$ cat config.mk
export PLATFORM = sky130hd
export DESIGN_NAME = packet_checksum_verifier_core
export DESIGN_NICKNAME = d
export VERILOG_FILES = /design/src/rtl/pcv_pkg.sv /design/src/rtl/pcv_accum.sv /design/src/rtl/pcv_verdict.sv /design/src/rtl/packet_checksum_verifier_core.sv
export SDC_FILE = /design/constraint.sdc
export NUM_CORES = 1
export LEC_CHECK = 0
export ABC_AREA = 1
export BUFFER_PORTS_ARGS = -buffer_cell sky130_fd_sc_hd__buf_2
export CAP_MARGIN = 20
export CORE_MARGIN = 2
export CORE_UTILIZATION = 40
export CTS_CLUSTER_DIAMETER = 30
export DETAILED_ROUTE_END_ITERATION = 6
export PLACE_DENSITY = 0.62
export SLEW_MARGIN = 20
export SYNTH_ARGS = -nofsm -noshare
export SYNTH_HDL_FRONTEND = slang
export SYNTH_SLANG_ARGS = --single-unit
$ cat constraint.sdc
create_clock -name clk -period 17.3 [get_ports clk]
set_clock_uncertainty 0.1 [all_clocks]
set_input_delay 0.865 -clock clk [delete_from_list [all_inputs] [get_ports clk]]
set_output_delay 0.865 -clock clk [all_outputs]
set_load 0.01 [all_outputs]
$ cat src/rtl/pcv_pkg.sv
// Shared types, constants and the ones' complement add for the packet checksum verifier.
package pcv_pkg;

  // Widths of the item fields and of the internal state.
  localparam int unsigned BYTE_W  = 8;
  localparam int unsigned WORD_W  = 16;
  localparam int unsigned LEN_W   = 11;
  localparam int unsigned CODE_W  = 2;
  localparam int unsigned POS_W   = 11;

  // Packet layout and limits.
  localparam int unsigned MAX_PAYLOAD = 1024;
  localparam int unsigned HDR_BYTES   = 4;
  localparam logic [LEN_W-1:0] BUFFER_LIMIT_RESET = LEN_W'(1024);
  localparam logic [POS_W-1:0] POS_MAX = {POS_W{1'b1}};

  // Byte positions of the header fields.
  localparam logic [POS_W-1:0] POS_SIZE_LO = POS_W'(0);
  localparam logic [POS_W-1:0] POS_SIZE_HI = POS_W'(1);
  localparam logic [POS_W-1:0] POS_CSUM_LO = POS_W'(2);
  localparam logic [POS_W-1:0] POS_CSUM_HI = POS_W'(3);

  // Verdict codes.
  localparam logic [CODE_W-1:0] STATUS_OK        = 2'd0;
  localparam logic [CODE_W-1:0] STATUS_CORRUPTED = 2'd1;
  localparam logic [CODE_W-1:0] STATUS_TOO_LARGE = 2'd2;
  localparam logic [CODE_W-1:0] STATUS_MALFORMED = 2'd3;

  // Reply codes.
  localparam logic [CODE_W-1:0] REPLY_NONE = 2'd0;
  localparam logic [CODE_W-1:0] REPLY_ACK  = 2'd1;
  localparam logic [CODE_W-1:0] REPLY_NAK  = 2'd2;

  // One received byte.
  typedef struct packed {
    logic [BYTE_W-1:0] data_byte;
    logic              last_byte;
  } in_item_t;

  // One verdict.
  typedef struct packed {
    logic [CODE_W-1:0] status;
    logic [LEN_W-1:0]  payload_length;
    logic [CODE_W-1:0] reply;
    logic [WORD_W-1:0] computed_checksum;
  } out_item_t;

  // What the accumulator hands to the verdict logic for the current byte.
  typedef struct packed {
    logic [WORD_W-1:0] folded_sum;
    logic [WORD_W-1:0] declared_size;
    logic [WORD_W-1:0] received_checksum;
  } pkt_sum_t;

  // 16-bit ones' complement add with end-around carry.
  function automatic logic [WORD_W-1:0] add_fold(input logic [WORD_W-1:0] a,
                                                 input logic [WORD_W-1:0] b);
    logic [WORD_W:0] s;
    s = {1'b0, a} + {1'b0, b};
    return s[WORD_W-1:0] + {{(WORD_W-1){1'b0}}, s[WORD_W]};
  endfunction

endpackage

$ cat src/rtl/pcv_accum.sv
// Per-packet state: header capture and running ones' complement sum.
module pcv_accum (
  input  logic             clk,
  input  logic             rst_n,
  input  logic             step,
  input  pcv_pkg::in_item_t item,
  output pcv_pkg::pkt_sum_t summary
);
  import pcv_pkg::*;

  logic [POS_W-1:0]  pos_r,  pos_nxt;
  logic [WORD_W-1:0] sum_r,  sum_nxt;
  logic [BYTE_W-1:0] held_r, held_nxt;
  logic [WORD_W-1:0] size_r, size_nxt;
  logic [WORD_W-1:0] rcv_r,  rcv_nxt;
  logic              counted;
  logic              is_csum_byte;
  logic [BYTE_W-1:0] v;

  // Next state for the byte now leaving the input register.
  always_comb begin
    counted      = (pos_r < POS_CSUM_LO) || ({{(WORD_W-POS_W){1'b0}}, pos_r} < size_r);
    is_csum_byte = (pos_r == POS_CSUM_LO) || (pos_r == POS_CSUM_HI);
    v            = is_csum_byte ? '0 : item.data_byte;
    size_nxt     = size_r;
    rcv_nxt      = rcv_r;
    sum_nxt      = sum_r;
    held_nxt     = held_r;

    // Header fields are little-endian.
    case (pos_r)
      POS_SIZE_LO: size_nxt = {size_r[WORD_W-1:BYTE_W], item.data_byte};
      POS_SIZE_HI: size_nxt = {item.data_byte, size_r[BYTE_W-1:0]};
      POS_CSUM_LO: rcv_nxt  = {rcv_r[WORD_W-1:BYTE_W], item.data_byte};
      POS_CSUM_HI: rcv_nxt  = {item.data_byte, rcv_r[BYTE_W-1:0]};
      default: ;
    endcase

    // Even bytes are held as the low half; odd bytes complete the word.
    if (counted) begin
      if (!pos_r[0]) begin
        held_nxt = v;
      end else begin
        sum_nxt  = add_fold(sum_r, {v, held_r});
        held_nxt = '0;
      end
    end

    pos_nxt = (pos_r == POS_MAX) ? pos_r : pos_r + POS_W'(1);
  end

  // Summary including a pending odd byte padded with zero.
  assign summary.folded_sum        = add_fold(sum_nxt, {{(WORD_W-BYTE_W){1'b0}}, held_nxt});
  assign summary.declared_size     = size_nxt;
  assign summary.received_checksum = rcv_nxt;

  // State update; the last byte clears everything for the next packet.
  always_ff @(posedge clk) begin
    if (!rst_n) begin
      pos_r  <= '0;
      sum_r  <= '0;
      held_r <= '0;
      size_r <= '0;
      rcv_r  <= '0;
    end else if (step) begin
      if (item.last_byte) begin
        pos_r  <= '0;
        sum_r  <= '0;
        held_r <= '0;
        size_r <= '0;
        rcv_r  <= '0;
      end else begin
        pos_r  <= pos_nxt;
        sum_r  <= sum_nxt;
        held_r <= held_nxt;
        size_r <= size_nxt;
        rcv_r  <= rcv_nxt;
      end
    end
  end

endmodule

$ cat src/rtl/pcv_verdict.sv
// Verdict logic: size check, checksum compare and buffer limit check.
module pcv_verdict (
  input  pcv_pkg::pkt_sum_t            summary,
  input  logic [pcv_pkg::LEN_W-1:0]    buffer_limit,
  output pcv_pkg::out_item_t           verdict
);
  import pcv_pkg::*;

  localparam logic [WORD_W:0]   MaxSize = (WORD_W+1)'(MAX_PAYLOAD + HDR_BYTES);
  localparam logic [WORD_W-1:0] HdrSize = WORD_W'(HDR_BYTES);

  logic              malformed;
  logic [WORD_W-1:0] csum;
  logic [WORD_W-1:0] plen;

  always_comb begin
    malformed = (summary.declared_size < HdrSize) ||
                ({1'b0, summary.declared_size} > MaxSize);
    csum      = ~summary.folded_sum;
    plen      = summary.declared_size - HdrSize;

    // The checksum compare takes precedence over the limit check.
    if (malformed) begin
      verdict.status            = STATUS_MALFORMED;
      verdict.payload_length    = '0;
      verdict.reply             = REPLY_NONE;
      verdict.computed_checksum = '0;
    end else begin
      verdict.payload_length    = plen[LEN_W-1:0];
      verdict.computed_checksum = csum;
      if (csum != summary.received_checksum) begin
        verdict.status = STATUS_CORRUPTED;
        verdict.reply  = REPLY_NAK;
      end else if (plen > {{(WORD_W-LEN_W){1'b0}}, buffer_limit}) begin
        verdict.status = STATUS_TOO_LARGE;
        verdict.reply  = REPLY_NONE;
      end else begin
        verdict.status = STATUS_OK;
        verdict.reply  = REPLY_ACK;
      end
    end
  end

endmodule

$ cat src/rtl/packet_checksum_verifier_core.sv
// Top level of the packet checksum verifier: input register, accumulator, verdict register.
// Takes one packet byte per cycle, back to back, unless stalled as below; gives one verdict
// item per packet, loaded into the result register as the byte marked last leaves the input
// register. Each byte passes an input register, then the ones' complement add and the
// verdict compare, then the result register; the input side keeps taking bytes while a
// verdict waits on the output, and stalls only when a further last byte finds the result
// register occupied. buffer_limit resets to 1024; the cfg_ port writing it is always ready.
module packet_checksum_verifier_core (
  input  logic                          clk,
  input  logic                          rst_n,
  input  logic                          in_valid,
  output logic                          in_ready,
  input  pcv_pkg::in_item_t             in_item,
  output logic                          out_valid,
  input  logic                          out_ready,
  output pcv_pkg::out_item_t            out_item,
  input  logic                          cfg_valid,
  output logic                          cfg_ready,
  input  logic [pcv_pkg::LEN_W-1:0]     cfg_data
);
  import pcv_pkg::*;

  in_item_t         in_item_r;
  logic             in_valid_r;
  out_item_t        out_item_r;
  logic             out_valid_r;
  logic [LEN_W-1:0] buffer_limit_r;
  logic             out_free;
  logic             advance;
  pkt_sum_t         summary;
  out_item_t        verdict;

  // A byte moves on unless it is a last byte and the result slot is full.
  assign out_free  = !out_valid_r || out_ready;
  assign advance   = in_valid_r && (!in_item_r.last_byte || out_free);
  assign in_ready  = !in_valid_r || advance;
  assign cfg_ready = 1'b1;
  assign out_valid = out_valid_r;
  assign out_item  = out_item_r;

  pcv_accum u_accum (
    .clk     (clk),
    .rst_n   (rst_n),
    .step    (advance),
    .item    (in_item_r),
    .summary (summary)
  );

  pcv_verdict u_verdict (
    .summary      (summary),
    .buffer_limit (buffer_limit_r),
    .verdict      (verdict)
  );

  // Input register.
  always_ff @(posedge clk) begin
    if (!rst_n) begin
      in_valid_r <= 1'b0;
    end else if (in_ready) begin
      in_valid_r <= in_valid;
    end
  end

  always_ff @(posedge clk) begin
    if (in_valid && in_ready) begin
      in_item_r <= in_item;
    end
  end

  // Result register.
  always_ff @(posedge clk) begin
    if (!rst_n) begin
      out_valid_r <= 1'b0;
    end else if (advance && in_item_r.last_byte) begin
      out_valid_r <= 1'b1;
    end else if (out_ready) begin
      out_valid_r <= 1'b0;
    end
  end

  always_ff @(posedge clk) begin
    if (advance && in_item_r.last_byte) begin
      out_item_r <= verdict;
    end
  end

  // Buffer limit register.
  always_ff @(posedge clk) begin
    if (!rst_n) begin
      buffer_limit_r <= BUFFER_LIMIT_RESET;
    end else if (cfg_valid && cfg_ready) begin
      buffer_limit_r <= cfg_data;
    end
  end

endmodule
### After elaboration in Yosys (flattened, before gate mapping)

Cells that the tools add are included.

| storage, ports and cells | value |
|---|---|
| register bits after elaboration | 120 |
| input bits | 25 |
| output and inout port bits | 34 |

| operators by class | value |
|---|---|
| add/subtract/negate cells | 6 |
| order comparisons | 5 |
| eq/ne operators | 6 |
| muxes and demuxes | 19 |
| bitwise logic cells | 1 |
| reduce and logical (&&, ||, !) cells | 16 |

Operators with widths:

| operator | count |
|---|---|
| 2-to-1 mux 16 bit | 5 |
| one-hot mux 16 bit (2 select lines) | 2 |
| adder 16 x 1 -> 16 bit | 2 |
| 2-to-1 mux 8 bit | 4 |
| == test 11 x 2 -> 1 bit, second input constant | 2 |
| 2-to-1 mux 11 bit | 2 |
| adder 16 x 16 -> 17 bit | 1 |
| adder 16 x 8 -> 17 bit | 1 |
| greater-than comparator 16 x 11 -> 1 bit | 1 |
| greater-than comparator 16 x 11 -> 1 bit, second input constant | 1 |
| less-than comparator 11 x 16 -> 1 bit | 1 |
| less-than comparator 16 x 3 -> 1 bit, second input constant | 1 |
| != test 16 bit | 1 |
| NOT 16 bit | 1 |
| subtractor 16 x 3 -> 16 bit, second input constant | 1 |
| adder 11 x 1 -> 11 bit, second input constant | 1 |
| == test 11 x 1 -> 1 bit, second input constant | 1 |
| == test 11 bit, second input constant | 1 |
| logical NOT 11 bit | 1 |
| less-than comparator 11 x 2 -> 1 bit, second input constant | 1 |
| logical OR 1 bit | 6 |
| 2-to-1 mux 2 bit | 3 |
| logical AND 1 bit | 3 |
| logical NOT 1 bit | 3 |
| 5 further kinds | 7 |

### Longest topological paths before layout

Gate-level depths: netlist of the first run.

| logic depth | value |
|---|---|
| depth after elaboration | 12 |
| gate-level depth with buffers | 62 |
| mapped depth without buffers | 62 |

### Cells and area by module

From an unflattened synthesis of the first run, not the netlist that was laid out.

| unflattened totals | value |
|---|---|
| cells, all modules | 1277 |
| area total of the unflattened synthesis | 8799.7 µm² |

Modules (own cells, without submodules):

| module | instances | cells an instance | area each (µm²) | seq. area each (µm²) |
|---|---|---|---|---|
| pcv_accum | 1 | 961 | 5890.6 | 1341.3 |
| packet_checksum_verifier_core | 1 | 109 | 1717.9 | 1461.4 |
| pcv_verdict | 1 | 207 | 1191.1 | 0.0 |

### Least setup slack after synthesis of the first run

Ideal clock, no wire load.

| timing | value |
|---|---|
| kind | register to register |
| start point | register u_accum.pos_r[0] |
| end point | register out_item_r (netlist bit out_item[29]) (data pin) |
| library setup time | 257 ps |
| arrival time | 6466 ps |
| setup slack | 10476 ps |
| cell stages (with the launch flop) | 56 |
| path buffers | 0 |
| path through | dfxtp_1 -> inv_2 -> ha_1 -> o211ai_1 -> inv_1 -> nor2_1 -> ha_1 -> nand4_1 -> nand2_1 -> a21oi_1 -> nand3_1 -> nand3_1 -> nand2_1 -> ha_1 -> ha_1 -> mux2i_1 -> fa_1 -> nand3b_1 -> (+20 left out) -> inv_1 -> nand2_1 -> inv_1 -> nand3_1 -> nor2_1 -> nand2_1 -> nor2_1 -> nand2_1 -> nor2_1 -> nand2_1 -> nand2_1 -> nand2_1 -> nand2_1 -> nand2_1 -> inv_1 -> nand2_1 -> nor2_1 -> nand2_1 |

| on the way | value |
|---|---|
| cells in the longest elaborated chain, start to end | 12 |

RTL lines:

| item | line | text |
|---|---|---|
| start: declaration | pcv_accum.sv:11 | `logic [POS_W-1:0] pos_r, pos_nxt;` |
| start signal: assignment | pcv_accum.sv:73 | `pos_r <= pos_nxt;` |
| == test 11 x 2 -> 1 bit | pcv_accum.sv:23, pcv_accum.sv:31 |  |
| logical OR 1 bit | pcv_accum.sv:23 | `is_csum_byte = (pos_r == POS_CSUM_LO) \|\| (pos_r == POS_CSUM_HI);` |
| 2-to-1 mux 8 bit | pcv_accum.sv:24 | `v = is_csum_byte ? '0 : item.data_byte;` |
| adder 16 x 16 -> 17 bit | pcv_pkg.sv:59 | `s = {1'b0, a} + {1'b0, b};` |
| adder 16 x 1 -> 16 bit | pcv_pkg.sv:60 | `return s[WORD_W-1:0] + {{(WORD_W-1){1'b0}}, s[WORD_W]};` |
| 2-to-1 mux 16 bit | pcv_accum.sv:41 | `if (!pos_r[0]) begin` |
| 2-to-1 mux 16 bit | pcv_accum.sv:40 | `if (counted) begin` |
| adder 16 x 8 -> 17 bit | pcv_pkg.sv:59 |  |
| adder 16 x 1 -> 16 bit | pcv_pkg.sv:60 |  |
| NOT 16 bit | pcv_verdict.sv:19 | `csum = ~summary.folded_sum;` |
| != test 16 bit | pcv_verdict.sv:31 | `if (csum != summary.received_checksum) begin` |
| OR reduction 2 bit (no line) * | n/a |  |
| end signal: assignment | packet_checksum_verifier_core.sv:83 | `out_item_r <= verdict;` |
| end: declaration | packet_checksum_verifier_core.sv:25 | `out_item_t out_item_r;` |

Mark *: on every way between the ends. The rest lies on a longest branch, timed or not.
A chain may end at the register's enable or synchronous reset.

### Worst setup path in the final report of the first run

| timing | value |
|---|---|
| start point | register u_accum.pos_r[0] |
| end point | register out_item_r (netlist bit out_item[17]) (data pin) |

| on the way | value |
|---|---|
| cells in the longest elaborated chain, start to end | 12 |

RTL lines:

| item | line |
|---|---|
| == test 11 x 2 -> 1 bit | pcv_accum.sv:23, pcv_accum.sv:31 |
| logical OR 1 bit | pcv_accum.sv:23 |
| 2-to-1 mux 8 bit | pcv_accum.sv:24 |
| adder 16 x 16 -> 17 bit | pcv_pkg.sv:59 |
| adder 16 x 1 -> 16 bit | pcv_pkg.sv:60 |
| 2-to-1 mux 16 bit | pcv_accum.sv:41 |
| 2-to-1 mux 16 bit | pcv_accum.sv:40 |
| adder 16 x 8 -> 17 bit | pcv_pkg.sv:59 |
| adder 16 x 1 -> 16 bit | pcv_pkg.sv:60 |
| NOT 16 bit | pcv_verdict.sv:19 |
| != test 16 bit | pcv_verdict.sv:31 |
| 2-to-1 mux 2 bit | pcv_verdict.sv:31 |

Several ways; a longest one is shown, not always the timed one.

==> results_tabular.tex, run 1 <==
\begin{tabular}{lr}
\hline
Metric & Value \\
\hline
\multicolumn{2}{l}{\textbf{Status}} \\
Run status & finished clean \\
\multicolumn{2}{l}{\textbf{Clocking}} \\
Clock Latency Late Sink & 0.43 ns \\
CTS max path bufs & 2 \\
Post-cts gate resize count & 0 \\
H-tree levels & 4 \\
Number of buffers created by CTS & 17 \\
Clock transition at the register clock pins on the worst setup and hold paths after CTS & 0.06 ns \\
\# hold bufs at CTS & 0 \\
Clk root buf & sky130\_fd\_sc\_hd\_\_clkbuf\_16 \\
Number of buffers inserted to repair setup after CTS & 0 \\
TritonCTS clock tree & built \\
\# clock sinks & 120 \\
\multicolumn{2}{l}{\textbf{Hold path}} \\
Hold Crit Class & flop to flop \\
Worst Hold Depth & 2 \\
Source of the worst hold timing path & buffer\_limit\_r[4] \\
\multicolumn{2}{l}{\textbf{Synth}} \\
Post-synthesis sequential element count & 120 \\
Top flip-flop cell by instance count after synthesis & sky130\_fd\_sc\_hd\_\_dfxtp\_1 \\
Number of enable flip-flop cells after synthesis & 40 \\
Yosys warns & 0 \\
Share of synthesized area occupied by flip-flops and latches & 32.48\% \\
Proportion of synthesized flip-flops having asynchronous set or reset & 0\% \\
Post-Syn Area per Cell & 6.684 um\^{}2 \\
Post-Syn Nets & 1371 \\
Count of mapped cells out of synthesis & 1291 \\
Number of library cell types mapped by synthesis & 49 \\
Post-synthesis instance area & 0.008630 mm\^{}2 \\
\multicolumn{2}{l}{\textbf{Global route}} \\
Met3 routing resource usage after global routing & 3.554\% \\
Met1 layer usage reported by global route & 29.63\% \\
All-layer global routing usage & 20.44\% \\
Pin count of the biggest net entering global routing & 62 \\
Wire length of the first global-routing pass & 36.44 mm \\
Total gr overflow & 0 \\
Initial antenna violation count & 0 \\
Met2 track demand over resource & 31.11\% \\
Via count of the first global-routing pass & 7208 \\
Gr busiest metal & met2 \\
\multicolumn{2}{l}{\textbf{Final layout}} \\
Sequential cell area & 0.002803 mm\^{}2 \\
Most frequent cells in the layout & sky130\_fd\_sc\_hd\_\_nand2\_1 (404), sky130\_fd\_sc\_hd\_\_inv\_1 (168), sky130\_fd\_sc\_hd\_\_nor2\_1 (119), sky130\_fd\_sc\_hd\_\_a21oi\_1 (116), sky130\_fd\_sc\_hd\_\_dfxtp\_1 (80) \\
Multi-input combinational cell area & 0.005034 mm\^{}2 \\
Number of fill cells in the layout & 2204 \\
Most common cell after layout, fill and taps aside & sky130\_fd\_sc\_hd\_\_nand2\_1 \\
Net count, final & 1422 \\
Number of standard cells in the final layout excluding fillers & 1630 \\
Layout cell share with drive strength beyond 1 & 12.69\% \\
Synth-to-Final Area Change & 13.48\% \\
Antenna diode instance count & 0 \\
\multicolumn{2}{l}{\textbf{Worst setup path}} \\
Crit end category & flop \\
Critical Path RT & 17.35 ns \\
Arrival time worst endpoint & 8.04 ns \\
Peak per-stage delay on the critical path & 0.47 ns \\
Worst reg2reg startpoint & u\_accum.pos\_r[0] \\
Count of cells along the worst register-to-register path & 59 \\
Top cell by count, worst path & sky130\_fd\_sc\_hd\_\_nand2\_1 \\
CP Max Fanout & 10 \\
Worst Setup Start Kind & flop \\
Slowest-stage cell, CP & sky130\_fd\_sc\_hd\_\_dfxtp\_1 \\
Critical Setup Path Class & flop to flop \\
Critical path launch point & u\_accum.pos\_r[0] \\
\multicolumn{2}{l}{\textbf{Route}} \\
Final routed wirelength across all metal layers & 22.67 mm \\
First-pass DRT Iterations & 5 \\
Drt drc & 0 \\
Routed vias & 8116 \\
Detailed router's first-iteration violation count & 544 \\
Number of vias per cell & 4.979 \\
Mean routed wirelength per cell & 13.91 um \\
Number of antenna-violating nets in the routed design & 0 \\
\multicolumn{2}{l}{\textbf{Timing}} \\
Hold violation total from the final report & 0 \\
Max-slew violations & 0 \\
Unrepaired setup endpoints after global routing & false \\
Timing-limited maximum frequency & 0.1251 GHz \\
Worst-case hold slack & 0.3609 ns \\
Post-layout minimum cycle time & 7.995 ns \\
Post-route fraction of the period consumed by the critical path & 46.22\% \\
Sum of negative setup slack & 0 ns \\
Slew Limit Headroom & 33.09\% \\
Final setup violation count & 0 \\
Slew at the pin with the worst max-slew slack & 1.004 ns \\
\multicolumn{2}{l}{\textbf{Place}} \\
Final HPWL from detailed placement & 17.17 mm \\
Last weighted congestion value of the routability-driven placer & 0.8680 \\
Dpl cells & 1598 \\
I/O Buffers & 57 \\
\multicolumn{2}{l}{\textbf{Job}} \\
Max-Cap Viols & 0 \\
\multicolumn{2}{l}{\textbf{Pwr}} \\
Pwr per Cell Area & 81.42 mW/mm\^{}2 \\
Pleak & 4.530 nW \\
IR drop worst, VDD & 65.56 uV \\
\multicolumn{2}{l}{\textbf{Floorplanning}} \\
Floorplan die width & 150.9 um \\
Initial cell density of the core & 40.92\% \\
Placeable core area & 0.02109 mm\^{}2 \\
Placement row count & 53 \\
Number of ports placed on the die boundary & 59 \\
Area enclosed by the die boundary & 0.02276 mm\^{}2 \\
Die extent in y & 150.9 um \\
\hline
\end{tabular}
[worst paths after layout]
check,endpoint,slack (ns)
max,out_item[17],9.30
min,buffer_limit_r[4],0.36
max reg2reg,out_item[17],9.30
min reg2reg,buffer_limit_r[4],0.36
[area by class of cell]
class	instances	share of cell area [%]
Multi-Input combinational cell	959	51.40
Sequential cell	120	28.62
Inverter	183	7.014
Clock buffer	19	4.523
Tap cell	275	3.513
Timing Repair Buffer	61	3.220
Clock inverter	13	1.712
[cell families after synthesis]
logic type | Yosys count | share of synthesized area (%)
and+or+nand+nor | 675 | 34.15
buffers and inverters | 212 | 9.439
AOI/OAI and AO/OA | 199 | 12.69
DFF | 120 | 32.48
adders and majority gates | 55 | 8.149
xor gates and xnor gates | 27 | 2.827
muxes | 2 | 0.2320
other | 1 | 0.04346
[layer usage]
layer,part of all wire [%],vias to the layer above
met5,0,-
met4,1.5,0
met3,5.8,25
met2,43,200
met1,50,3638
li1,-,4253
[Yosys cell counts (14+ instances only)]
cell type                    n  area, um^2
sky130_fd_sc_hd__nor2_1    121       454.2
sky130_fd_sc_hd__inv_2      14       52.55
sky130_fd_sc_hd__o22ai_1    15       93.84
sky130_fd_sc_hd__ha_1       53       663.1
sky130_fd_sc_hd__edfxtp_1   40        1201
sky130_fd_sc_hd__a21oi_1   116       580.6
sky130_fd_sc_hd__o21ai_0    40       200.2
sky130_fd_sc_hd__nand2_2    20       125.1
sky130_fd_sc_hd__nand3_1    59       295.3
sky130_fd_sc_hd__inv_1     168       630.6
sky130_fd_sc_hd__nand2_1   404        1516
sky130_fd_sc_hd__xor2_1     17       148.9
sky130_fd_sc_hd__nand4_1    15       93.84
sky130_fd_sc_hd__dfxtp_1    80        1602
sky130_fd_sc_hd__clkbuf_1   17       63.81
[flip-flops by register name, indices dropped and copies added (netlist names)]
name and count:
out_item 31, u_accum.rcv_r 16, u_accum.size_r 16, u_accum.sum_r 16, buffer_limit_r 11, u_accum.pos_r 11
in_item_r 9, u_accum.held_r 8, in_valid_r 1, out_valid 1
[critical path: cells and delay by family (launching register included)]
family | cells | cell delay (ns)
AO/OA/AOI/OAI | 6 | 0.92
adder cells (fa/ha/maj) | 7 | 1.65
buffers and inverters | 9 | 0.78
flip-flops | 1 | 0.47
AND/OR/NAND/NOR | 37 | 3.83
[stage by stage]
stage	utilization (%)	instance area (um^2)	power [mW]	setup WS [ns]
floorplan	-	8630	0.3973	10.48
global placement	43.54	9183	0.4303	9.673
detailed placement	43.54	9183	0.4310	9.373
CTS	46.44	9793	0.8029	9.339
global route	46.44	9793	0.8320	8.177
finish	46.44	9793	0.7973	9.305
[report_power, final]
part           switching [mW]  total (mW)  internal (mW)
Combinational          0.0812       0.119         0.0377
Sequential            0.00427       0.307          0.303
Clock                   0.140       0.371          0.231
Total                   0.225       0.797          0.572
No activity file was read; power rests on OpenSTA's default activity.
==> run 2: changes to the inputs <==
--- a/config.mk
+++ b/config.mk
@@ -12,7 +12,7 @@
 export CORE_UTILIZATION = 40
 export CTS_CLUSTER_DIAMETER = 30
 export DETAILED_ROUTE_END_ITERATION = 6
-export PLACE_DENSITY = 0.62
+export PLACE_DENSITY = 0.64
 export SLEW_MARGIN = 20
 export SYNTH_ARGS = -nofsm -noshare
 export SYNTH_HDL_FRONTEND = slang
==> constraint.sdc (replaced) <==
create_clock -name clk -period 7.3 [get_ports clk]
set_clock_uncertainty 0.1 [all_clocks]
set_input_delay 0.365 -clock clk [delete_from_list [all_inputs] [get_ports clk]]
set_output_delay 0.365 -clock clk [all_outputs]
set_load 0.01 [all_outputs]
==> results_tabular.tex, run 2 (synthesis results as in run 1) <==
\begin{tabular}{lr}
\hline
Metric & Value \\
\hline
\multicolumn{2}{l}{\textbf{Route}} \\
Drt drc & 0 (unchanged) \\
Mean routed wirelength per cell & 13.99 um (+0.56\%) \\
Number of vias per cell & 5.013 (+0.68\%) \\
Number of antenna-violating nets in the routed design & 0 (unchanged) \\
Final routed wirelength across all metal layers & 23.58 mm (+4.0\%) \\
Detailed router's first-iteration violation count & 564 (+3.7\%) \\
First-pass DRT Iterations & 5 (unchanged) \\
Routed vias & 8452 (+4.1\%) \\
\multicolumn{2}{l}{\textbf{Final layout}} \\
Max FFs per register & 31 (unchanged) \\
Number of standard cells in the final layout excluding fillers & 1686 (+3.4\%) \\
Utilization after layout & 49.95\% (+3.5 points) \\
Number of fill cells in the layout & 2131 (-3.3\%) \\
Most frequent cells in the layout & sky130\_fd\_sc\_hd\_\_nand2\_1 (394), sky130\_fd\_sc\_hd\_\_inv\_1 (163), sky130\_fd\_sc\_hd\_\_a21oi\_1 (112), sky130\_fd\_sc\_hd\_\_nor2\_1 (106), sky130\_fd\_sc\_hd\_\_dfxtp\_1 (76) \\
Net count, final & 1478 (+3.9\%) \\
Most common cell after layout, fill and taps aside & sky130\_fd\_sc\_hd\_\_nand2\_1 \\
Final std cell area, no fill & 0.01053 mm\^{}2 (+7.6\%) \\
Layout cell share with drive strength beyond 1 & 19.70\% (+7.0 points) \\
Antenna diode instance count & 0 (unchanged) \\
Synth-to-Final Area Change & 22.05\% \\
\multicolumn{2}{l}{\textbf{Clocking}} \\
Clock transition at the register clock pins on the worst setup and hold paths after CTS & 0.06 ns (about the same) \\
Number of buffers created by CTS & 17 (unchanged) \\
TritonCTS clock tree & built \\
H-tree levels & 4 (unchanged) \\
Clk root buf & sky130\_fd\_sc\_hd\_\_clkbuf\_16 \\
\# clock sinks & 120 (unchanged) \\
CTS max path bufs & 2 (unchanged) \\
Clock Latency Late Sink & 0.43 ns (about the same) \\
\multicolumn{2}{l}{\textbf{Global route}} \\
Initial antenna violation count & 0 (unchanged) \\
Wire length of the first global-routing pass & 37.37 mm (+2.6\%) \\
Via count of the first global-routing pass & 7594 (+5.4\%) \\
Pin count of the biggest net entering global routing & 62 (unchanged) \\
All-layer global routing usage & 21.12\% (+0.67 points) \\
Total gr overflow & 0 (unchanged) \\
\multicolumn{2}{l}{\textbf{Timing}} \\
Timing-limited maximum frequency & 0.1425 GHz (+14\%) \\
Slew at the pin with the worst max-slew slack & 1.006 ns (+0.002279 ns) \\
Post-route fraction of the period consumed by the critical path & 96.13\% (+50 points) \\
Fin worst setup slack & 0.2823 ns (-9.022 ns) \\
Max-slew violations & 0 (unchanged) \\
Slew Limit Headroom & 32.94\% (-0.15 points) \\
Hold violation total from the final report & 0 (unchanged) \\
Unrepaired setup endpoints after global routing & true \\
Post-layout minimum cycle time & 7.018 ns (-0.9777 ns) \\
Final setup violation count & 0 (unchanged) \\
\multicolumn{2}{l}{\textbf{Hold path}} \\
Hold Crit Class & input pin to flop \\
Worst Hold Depth & 1 (-1) \\
Source of the worst hold timing path & in\_item[4] \\
Endpoint of the worst hold path & in\_item\_r[4] \\
\multicolumn{2}{l}{\textbf{Worst setup path}} \\
CP Max Fanout & 6 (-4) \\
Top cell by count, worst path & sky130\_fd\_sc\_hd\_\_nand2\_1 \\
Worst Setup Start Kind & flop \\
Slowest-stage cell, CP & sky130\_fd\_sc\_hd\_\_dfxtp\_4 \\
Critical Setup Path Class & flop to flop \\
Worst reg2reg startpoint & u\_accum.pos\_r[0] \\
Crit end category & flop \\
Count of cells along the worst register-to-register path & 52 (-12\%) \\
Cell class contributing the biggest share of worst-path delay & simple AND/OR/NAND/NOR gates \\
Peak per-stage delay on the critical path & 0.38 ns (-0.09 ns) \\
Arrival time worst endpoint & 7.06 ns (-0.98 ns) \\
Number of buffer and inverter instances along the worst setup path & 5 (-4) \\
Worst-case register-to-register setup slack & 0.28 ns (-9.02 ns) \\
Reg-to-Reg End & out\_item[17] \\
Critical Path RT & 7.34 ns (-10.01 ns) \\
\multicolumn{2}{l}{\textbf{Place}} \\
Pre-CTS setup slack & -0.08431 ns (-9.457 ns) \\
Area of placed instances & 0.009430 mm\^{}2 (+2.7\%) \\
Dpl cells & 1631 (+2.1\%) \\
I/O Buffers & 57 (unchanged) \\
Final HPWL from detailed placement & 17.59 mm (+2.4\%) \\
Last weighted congestion value of the routability-driven placer & 0.8710 (+0.35\%) \\
\multicolumn{2}{l}{\textbf{Floorplanning}} \\
Floorplan die width & 150.9 um (unchanged) \\
Area enclosed by the die boundary & 0.02276 mm\^{}2 (unchanged) \\
Initial cell density of the core & 40.92\% (unchanged) \\
Placeable core area & 0.02109 mm\^{}2 (unchanged) \\
Placement row count & 53 (unchanged) \\
Die extent in y & 150.9 um (unchanged) \\
Number of ports placed on the die boundary & 59 (unchanged) \\
\multicolumn{2}{l}{\textbf{Job}} \\
Max-Cap Viols & 0 (unchanged) \\
\multicolumn{2}{l}{\textbf{Pwr}} \\
Pwr per Cell Area & 184.6 mW/mm\^{}2 (+130\%) \\
Tot Pwr & 1.944 mW (+140\%) \\
Pleak & 4.821 nW (+6.4\%) \\
IR drop worst, VDD & 195.8 uV (+200\%) \\
\multicolumn{2}{l}{\textbf{Status}} \\
Run status & finished clean \\
\hline
\end{tabular}
## run 2: power by group
group,switching (mW),internal [mW],total (mW)
clock,0.331,0.573,0.904
combinational,0.204,0.109,0.312
sequential,0.0101,0.717,0.727
total,0.545,1.40,1.94
## run 2: repair_timing
item                                   CTS  global route
hold buffers                             5             1
pin swaps                                2            48
setup endpoints to repair                2            12
endpoints found under the hold margin    5             1
resized for setup                        4            71
buffers inserted                         2            15
## run 2: final cells by class
class	instances	area [um^2]	area share, %
Multi-Input combinational cell	959	5313	50.44
Sequential cell	120	2810	26.68
Timing Repair Buffer	117	750.7	7.128
Inverter	183	689.4	6.545
Clock buffer	18	429.2	4.075
Tap cell	275	344.1	3.267
Clock inverter	14	196.4	1.865
## run 2: through the flow
stage,TNS (ns),hold slack (ns)
after floorplan,0,0.3389
after global placement,0,0.3519
after detailed placement,-0.1423,0.3553
after CTS,0,0.004414
after global routing,-1.022,0.007752
final,0,0.01709
## run 2: worst max path at each step
stage,from,endpoint,slack (ns),depth (start not counted)
floorplan,u_accum.pos_r[0],out_item[29],0.48,55
global placement,u_accum.pos_r[10],out_item[17],0.14,60
detailed placement,u_accum.pos_r[10],out_item[17],-0.08,59
CTS,u_accum.pos_r[0],out_item[17],0.01,54
global route,u_accum.pos_r[0],out_item[17],-0.35,57
finish,u_accum.pos_r[0],out_item[17],0.28,52
## run 2: per-layer routing
layer	vias up	wire, um	track usage, %
met2	234	10530	33.11
met5	-	0	0
met1	3821	11120	29.11
li1	4361	-	-
met3	36	1409	3.705
met4	0	524	7.804
## run 2: worst reg2reg max path: cells and delay by family (launching register included)
kind,cells,cell delay [ns]
buffers and inverters,5,0.43
flip-flops,1,0.38
multiplexers,1,0.07
AND/OR/NAND/NOR,33,3.15
AO/OA/AOI/OAI,6,0.93
adder cells (fa/ha/maj),6,1.38
XOR/XNOR,1,0.29
